--- src/hdl/evs_pkg.sv ---
package evs_pkg;

	localparam int SLOTS_DEF     = 32;
	localparam int ID_BITS_DEF   = 8;
	localparam int TIME_BITS_DEF = 48;

	localparam int KIND_W   = 3;
	localparam int STATUS_W = 2;
	localparam int INDEX_W  = 5;
	localparam int COUNT_W  = 7;

	typedef enum logic [KIND_W-1:0] {
		K_SCHED  = 3'd0,
		K_REMOVE = 3'd1,
		K_ADJUST = 3'd2,
		K_FIND   = 3'd3,
		K_HANDLE = 3'd4
	} kind_t;

	typedef enum logic [STATUS_W-1:0] {
		ST_OK       = 2'd0,
		ST_FULL     = 2'd1,
		ST_NOTFOUND = 2'd2,
		ST_EMPTY    = 2'd3
	} status_t;

	// control part of the token that walks the cell chain
	typedef struct packed {
		logic  active;
		kind_t op;
		logic  list;
		logic  pass2;
		logic  found;
	} evs_ctl_t;

endpackage

--- src/hdl/evs_cell.sv ---
module evs_cell #(
	parameter int SLOTS     = 32,
	parameter int ID_BITS   = 8,
	parameter int TIME_BITS = 48,
	parameter int IDX       = 0
) (
	input  logic                                   clk,
	input  logic                                   arst_n,
	input  evs_pkg::evs_ctl_t                      ctl_i,
	input  logic [ID_BITS-1:0]                     id_i,
	input  logic signed [TIME_BITS-1:0]            time_i,
	input  logic [$clog2(SLOTS)-1:0]               target_i,
	input  logic [$clog2(SLOTS)-1:0]               best_idx_i,
	input  logic signed [TIME_BITS-1:0]            best_time_i,
	input  logic [ID_BITS-1:0]                     fired_i,
	output evs_pkg::evs_ctl_t                      ctl_o,
	output logic [ID_BITS-1:0]                     id_o,
	output logic signed [TIME_BITS-1:0]            time_o,
	output logic [$clog2(SLOTS)-1:0]               target_o,
	output logic [$clog2(SLOTS)-1:0]               best_idx_o,
	output logic signed [TIME_BITS-1:0]            best_time_o,
	output logic [ID_BITS-1:0]                     fired_o
);
	import evs_pkg::*;

	localparam int IDX_W = $clog2(SLOTS);
	localparam logic [IDX_W-1:0] MY_IDX = IDX_W'(IDX);
	localparam logic signed [TIME_BITS-1:0] T_MAX = {1'b0, {(TIME_BITS-1){1'b1}}};
	localparam logic signed [TIME_BITS-1:0] T_MIN = {1'b1, {(TIME_BITS-1){1'b0}}};

	// slot pair held by this cell: entry 0 main list, entry 1 secondary list
	logic [1:0]                  v_q, v_n;
	logic [ID_BITS-1:0]          id_q [2];
	logic [ID_BITS-1:0]          id_n [2];
	logic signed [TIME_BITS-1:0] time_q [2];
	logic signed [TIME_BITS-1:0] time_n [2];

	evs_ctl_t                    ctl_n;
	logic [IDX_W-1:0]            best_idx_n;
	logic signed [TIME_BITS-1:0] best_time_n;
	logic [ID_BITS-1:0]          fired_n;
	logic                        sel, hit0, hit1;
	logic [TIME_BITS:0]          diff;
	logic signed [TIME_BITS-1:0] sat;

	assign sel  = ctl_i.list;
	assign hit0 = v_q[0] && (id_q[0] == id_i);
	assign hit1 = v_q[1] && (id_q[1] == id_i);

	// saturating subtract of the elapsed time
	assign diff = {time_q[sel][TIME_BITS-1], time_q[sel]}
		- {best_time_i[TIME_BITS-1], best_time_i};
	assign sat  = (diff[TIME_BITS] != diff[TIME_BITS-1])
		? (diff[TIME_BITS] ? T_MIN : T_MAX) : diff[TIME_BITS-1:0];

	// per-cell operation on the passing token
	always_comb begin
		ctl_n       = ctl_i;
		best_idx_n  = best_idx_i;
		best_time_n = best_time_i;
		fired_n     = fired_i;
		v_n         = v_q;
		id_n        = id_q;
		time_n      = time_q;
		if (ctl_i.active) begin
			case (ctl_i.op)
				K_SCHED: begin
					if (!ctl_i.found && !v_q[sel]) begin
						v_n[sel]    = 1'b1;
						id_n[sel]   = id_i;
						time_n[sel] = time_i;
						ctl_n.found = 1'b1;
						best_idx_n  = MY_IDX;
					end
				end
				K_REMOVE, K_ADJUST: begin
					if (!ctl_i.found && (hit0 || hit1)) begin
						ctl_n.found = 1'b1;
						best_idx_n  = MY_IDX;
						if (ctl_i.op == K_REMOVE) begin
							v_n[hit0 ? 1'b0 : 1'b1] = 1'b0;
						end else begin
							time_n[hit0 ? 1'b0 : 1'b1] = time_i;
						end
					end
				end
				K_FIND: begin
					if (v_q[sel] && (!ctl_i.found || time_q[sel] < best_time_i)) begin
						ctl_n.found = 1'b1;
						best_idx_n  = MY_IDX;
						best_time_n = time_q[sel];
					end
				end
				K_HANDLE: begin
					if (!ctl_i.pass2) begin
						if (target_i == MY_IDX && v_q[sel]) begin
							ctl_n.found = 1'b1;
							best_time_n = time_q[sel];
							fired_n     = id_q[sel];
						end
					end else begin
						if (v_q[sel]) time_n[sel] = sat;
						if (target_i == MY_IDX) v_n[sel] = 1'b0;
					end
				end
				default: begin
				end
			endcase
		end
	end

	always_ff @(posedge clk or negedge arst_n) begin
		if (!arst_n) begin
			v_q   <= '0;
			ctl_o <= '0;
		end else begin
			v_q   <= v_n;
			ctl_o <= ctl_n;
		end
	end

	always_ff @(posedge clk) begin
		id_q        <= id_n;
		time_q      <= time_n;
		id_o        <= id_i;
		time_o      <= time_i;
		target_o    <= target_i;
		best_idx_o  <= best_idx_n;
		best_time_o <= best_time_n;
		fired_o     <= fired_n;
	end

endmodule

--- config.mk ---
export PLATFORM = sky130hd
export DESIGN_NAME = evs_cell
export DESIGN_NICKNAME = d
export VERILOG_FILES = /design/src/hdl/evs_pkg.sv /design/src/hdl/evs_cell.sv
export SDC_FILE = /design/constraint.sdc
export NUM_CORES = 1
export LEC_CHECK = 0
export ABC_CLOCK_PERIOD_IN_PS = 5420
export BUFFER_PORTS_ARGS = -buffer_cell sky130_fd_sc_hd__buf_4
export CAP_MARGIN = 10
export CELL_PAD_IN_SITES_DETAIL_PLACEMENT = 1
export CELL_PAD_IN_SITES_GLOBAL_PLACEMENT = 1
export CORE_AREA = 8 8 151 224
export DETAILED_ROUTE_END_ITERATION = 12
export DIE_AREA = 0 0 159 232
export GPL_TIMING_DRIVEN = 1
export PLACE_DENSITY_LB_ADDON = 0.1
export SYNTH_ARGS = -nofsm -noshare
export SYNTH_HDL_FRONTEND = slang
export SYNTH_SLANG_ARGS = --single-unit
--- constraint.sdc ---
create_clock -name clk -period 5.42 [get_ports clk]
set_input_delay 1.084 -clock clk [delete_from_list [all_inputs] [get_ports clk]]
set_output_delay 1.084 -clock clk [all_outputs]
set_load 0.1 [all_outputs]
Word-level counts from Yosys, hierarchy flattened
Cells that the tools add are included.

storage, ports and cells
  bits in registers = 243
  bits in latches = 0
  memory bits (writable) = 0
  bits in read-only memories = 0
  logic and storage cells = 126
  memories = 0

cells by class
  add/subtract/negate cells = 1
  multipliers = 0
  div/mod/pow operators = 0
  magnitude comparators = 9
  equality and inequality tests = 14
  shift-type cells = 0
  muxes and demuxes = 58
  bitwise gates (word level) = 7
  reduce and logical (&&, ||, !) cells = 21

operator list
  cell                                                                   number
  48-bit two-way mux                                                     11
  96-bit two-way mux                                                     5
  96-bit bitwise mux                                                     3
  96-bit one-hot mux with 3 select lines                                 1
  48-bit demux with 1-bit select                                         2
  48-bit one-hot mux with 2 select lines                                 1
  8-bit two-way mux                                                      8
  48-bit by 48-bit subtractor with 49-bit output                         1
  48-bit less-than comparator                                            1
  5-bit two-way mux                                                      4
  16-bit bitwise mux                                                     1
  8-bit equality test                                                    2
  5-bit one-hot mux with 3 select lines                                  1
  2-bit inequality test, second input constant                           7
  7-bit AND reduction                                                    2
  1-bit two-way mux                                                      11
  1-bit logical AND                                                      10
  2-bit two-way mux                                                      5
  8-bit demux with 1-bit select                                          1
  3-bit by 2-bit equality test with 1-bit output, second input constant  2
  2-bit one-hot mux with 3 select lines                                  1
  5-bit logical NOT                                                      1
  2-bit bitwise AND                                                      2
  2-bit >= comparator, second input constant                             2
  17 further kinds                                                       25

Longest topological paths before layout
  depth after elaboration = 12
  depth in mapped cells = 16
  mapped depth without buffers = 13

Worst setup path before layout
Ideal clock, no wire load.

  path kind = input to register
  start point = input port ctl_i[2] (netlist name)
  end point = register time_q[0] (netlist name), enable pin
  library setup time = 0.470 ns
  arrival time = 4.808 ns
  required time = 4.950 ns
  path slack = 0.142 ns
  cell stages on the path = 6
  buffers on the path = 1
  cell sequence = clkbuf_1 -> mux2i_1 -> o41ai_1 -> a221o_1 -> or3_1 -> a21oi_1

on the way
  cells in the longest elaborated chain, start to end = 6
  elaborated cells on any way between the ends = 7

RTL lines
  item                                                     RTL line                         text
  start: declaration                                       evs_cell.sv:9                    input evs_pkg::evs_ctl_t ctl_i,
  1-bit two-way mux (not written as such) * (2 in series)  evs_cell.sv:68, evs_cell.sv:102
  1-bit logical NOT                                        evs_cell.sv:68                   if (!ctl_i.found && !v_q[sel]) begin
  1-bit logical AND                                        evs_cell.sv:68
  2-bit inequality test (no line)                          n/a
  7-bit AND reduction (no line) *                          n/a
  end signal: assignment                                   evs_cell.sv:124                  time_q <= time_n;
  end: declaration                                         evs_cell.sv:35                   logic signed [TIME_BITS-1:0] time_q [2];

Every way passes the cells marked *; elsewhere a longest branch is shown, timed or not. The select of a mux whose other input is x is not followed.
A chain may end at the register's enable or synchronous reset.

Worst setup path after layout
  start point = input port ctl_i[2] (netlist name)
  end point = register time_q[93] (netlist name), data pin

on the way
  cells in the longest elaborated chain, start to end = 11
  elaborated cells on any way between the ends = 19

RTL lines
  item                                                         RTL line                                         text
  1-bit NOT with 2-bit output (not written as such) *          evs_cell.sv:51, evs_cell.sv:71, evs_cell.sv:102
  48-bit two-way mux (not written as such) (3 in series)       evs_cell.sv:51                                   assign diff = {time_q[sel][TIME_BITS-1], time_q[sel]}
  48-bit by 48-bit subtractor with 49-bit output               evs_cell.sv:52                                   - {best_time_i[TIME_BITS-1], best_time_i};
  48-bit two-way mux or 1-bit inequality test (tied branches)  evs_cell.sv:54, evs_cell.sv:53
  48-bit two-way mux                                           evs_cell.sv:54                                   ? (diff[TIME_BITS] ? T_MIN : T_MAX) : diff[TIME_BITS-1:0];
  96-bit bitwise mux                                           evs_cell.sv:102                                  if (v_q[sel]) time_n[sel] = sat;
  96-bit two-way mux                                           evs_cell.sv:102
  96-bit two-way mux                                           evs_cell.sv:95                                   if (!ctl_i.pass2) begin
  96-bit one-hot mux with 3 select lines *                     evs_cell.sv:66                                   case (ctl_i.op)

Marks and branches as above.

==> results.cfg <==
[routing]
wl_um = 44250
detail_route.first_pass.iterations = 5
vias_per_cell = 5.794
detail-route-antenna-nets = 0
drc = 0
route.detailed.wl_per_inst_um = 23.11
routed-via-count = 11100
drt-initial-drc-count = 542

[clock_network]
cts_resized = 0
path_clk_slew_ns = 0.07
maximum_level_of_the_cts_h_tree = 1
cts_root_buffer = sky130_fd_sc_hd__clkbuf_16
postCtsSetupRepairBufs = 0
cts_buffers = 25
tritoncts = done
cts_num_sinks = 243
post_cts_hold_buffers = 0
clock_tree.buffer_depth = 3
clk-insertion-delay-late_ns = 0.55

[logic_synthesis]
cell_taking_the_most_area_after_synthesis = sky130_fd_sc_hd__edfxtp_1
synth.net_count = 1412
ys_seq_elements = 243
yosys_warnings = 0
synth_cell_type_count = 82
synth_most_common_cell = sky130_fd_sc_hd__dfxtp_1
synth_enable_flop_cells = 112
mappedNetlistArea_um2 = 13000
synth_ff_type = sky130_fd_sc_hd__dfxtp_1
commonest_cells_in_the_synthesized_netlist = sky130_fd_sc_hd__dfxtp_1 (122), sky130_fd_sc_hd__edfxtp_1 (112), sky130_fd_sc_hd__a22oi_1 (98)
post_synth.cell_area_avg_um2 = 10.56
synthesis.instances = 1231
synthDominantCellAreaShare_pct = 25.88
seq_area_frac_synth_pct = 46.40
ys_top_cells_by_area = sky130_fd_sc_hd__edfxtp_1 (26%), sky130_fd_sc_hd__dfxtp_1 (19%), sky130_fd_sc_hd__mux2_2 (7.4%)
synthArstFlopShare_pct = 3.704

[die]
die_w_um = 159
rows = 79
floorplan.io_pins = 260
initial_core_utilization_pct = 42.41
design.die.area_um2 = 36890
die-height_um = 232
design.core.area_um2 = 30640

[timing]
grt_setup_unrepaired = false
worst_slew_margin_rel_pct = 42.04
fin_skew_ns = 0.01597
final_tns_setup_ns = 0
setup_violations = 0
period_minus_slack_ns = 4.820
report.final.hold_viol_count = 0
timing.final.ws_setup_ns = 0.6004
timing.fmax_ghz = 0.2075
layout_worst_path_cycle_share_pct = 88.92
worstMarginPinSlew_ns = 0.8628
drv_slew = 0

[grt]
initial_antenna_violation_count = 1
grt_first_pass_wirelength_um = 68270
grt_remaining_overflow = 0
grt_max_degree = 42
grt_util_all_layers_pct = 23.18
grt_pass1_vias = 12270

[final_layout]
layout.cell_area.non_filler_um2 = 16410
drive_gt1_share_pct = 31.21
num-nets-final = 1671
areaGrowthSynthToFinish_pct = 26.23

[worst_setup_path]
critical_path.cell_chain = buf_4, buf_4, mux2_2, ha_1, a21oi_1, o221ai_1, a21oi_1, nor4b_1, nor3_1, o41a_1, nor3_1, a311oi_1, o21ai_0
cp.arrival_ns = 5.19
worstPathRequired_ns = 5.79
r2r_endpoint = time_q[93]
start_kind = primary input
setup.worst_path.class = in2reg
cp_slowest_cell = sky130_fd_sc_hd__nor3_1
regToRegStartpoint = time_q[0]
crit_path_max_cell_delay_ns = 0.70
critical_path_peak_fanout = 22
ff2ff_setup_slack_ns = 1.31
critPathBufInv = 2
reg2reg_depth = 13
timing.critical_path.to_type = flop
cpLargestDelayFamily = compound AO/OA/AOI/OAI gates

[power_and_ir_drop]
power.density_nw_per_um2 = 309.4
vdd_drop_max_uv = 277.1
power.leakage_nw = 6.763

[placement]
weighted_congestion_reported_at_the_end_of_routability_driven_placement = 0.9310
port_buffers = 259
place_worst_setup_slack_ns = 0.1087
placed_area_um2 = 15630
hpwl_um = 32840

[worst_hold_path]
hold_path_class = in2async

[run_status]
status = finished clean

[run]
max_cap_violations = 0
worst max path at each step:
stage / slack, ns / start / cells past startpoint / to
finish: 0.60 / ctl_i[2] / 13 / time_q[93]
global route: 0.36 / ctl_i[2] / 13 / time_q[44]
CTS: 0.67 / ctl_i[2] / 13 / time_q[93]
detailed placement: 0.11 / ctl_i[2] / 13 / time_q[93]
global placement: 0.26 / ctl_i[2] / 13 / time_q[93]
floorplan: 0.14 / ctl_i[2] / 6 / time_q[0]
cell type report:
cell class | instances | area [um2]
Antenna cell | 1 | 2.502
Clock buffer | 41 | 740.7
Multi-Input combinational cell | 846 | 6391
Clock inverter | 5 | 32.53
Timing Repair Buffer | 309 | 2457
Sequential cell | 243 | 6031
Fill cell | 3362 | 14240
Tap cell | 405 | 506.7
Inverter | 65 | 244.0
flip-flops by register name, indices dropped and copies added (netlist names):
register	flops
target_o	5
time_o	48
id_q	16
best_idx_o	5
ctl_o	7
best_time_o	48
fired_o	8
v_q	2
id_o	8
time_q	96
power breakdown:
group | internal [W] | total (W) | switching (W)
registers | 0.00201 | 0.00204 | 0.0000278
clock network | 0.000934 | 0.00167 | 0.000737
logic | 0.000430 | 0.00137 | 0.000937
total | 0.00337 | 0.00508 | 0.00170
metrics by stage:
| step | hold WS, ns | std cells | utilization [%] | total power [W] |
|---|---|---|---|---|
| global placement | 0.5419 | 1868 | 51.01 | 0.003421 |
| floorplan | 0.4925 | 1231 | - | 0.003017 |
| finish | 0.3498 | 1915 | 53.54 | 0.005077 |
| CTS | 0.3310 | 1914 | 53.53 | 0.005126 |
| global route | 0.3430 | 1915 | 53.54 | 0.005269 |
| detailed placement | 0.5539 | 1868 | 51.01 | 0.003442 |
placed cells by master, fill, tap and decap left out, drive strengths merged, types with 7 or more instances in the layout:
| cell type | netlist | layout |
|---|---|---|
| dfrtp | 9 | 9 |
| edfxtp | 112 | 112 |
| mux2i | 12 | 12 |
| clkbuf | 44 | 41 |
| nor2b | 11 | 11 |
| mux2 | 95 | 95 |
| nand4 | 22 | 22 |
| a21oi | 83 | 83 |
| nor3 | 23 | 23 |
| xor2 | 27 | 27 |
| nand2 | 59 | 59 |
| inv | 65 | 66 |
| dfxtp | 122 | 122 |
| ha | 49 | 49 |
| xnor2 | 30 | 30 |
| or3 | 7 | 7 |
| nor2 | 46 | 46 |
| o211ai | 76 | 76 |
| a22oi | 98 | 98 |
| buf | 33 | 309 |
| nand2b | 10 | 10 |
| o21bai | 12 | 12 |
| nand3 | 14 | 14 |
| a21o | 14 | 14 |
| o21ai | 69 | 69 |
| a211oi | 11 | 11 |
routing by layer:
layer | routed length [um] | track usage (%) | up-vias
met4 | 1432 | 9.491 | 0
li1 | - | - | 5180
met5 | 0 | 0 | -
met1 | 16620 | 24.60 | 5468
met2 | 23980 | 44.67 | 362
met3 | 2218 | 3.691 | 85
cell families (layout without fill, tap and decap cells):
logic type	after synthesis	after routing	share of synthesized area, %
AO/OA/AOI/OAI	413	413	21.83
flip-flops	243	243	46.40
AND/OR/NAND/NOR	219	219	8.761
buffers and inverters	142	420	4.852
multiplexers	107	107	9.445
XOR/XNOR	57	57	3.841
adder cells (fa/ha/maj)	50	50	4.871
other	0	1	0
Power figures use the tool's default switching activity.
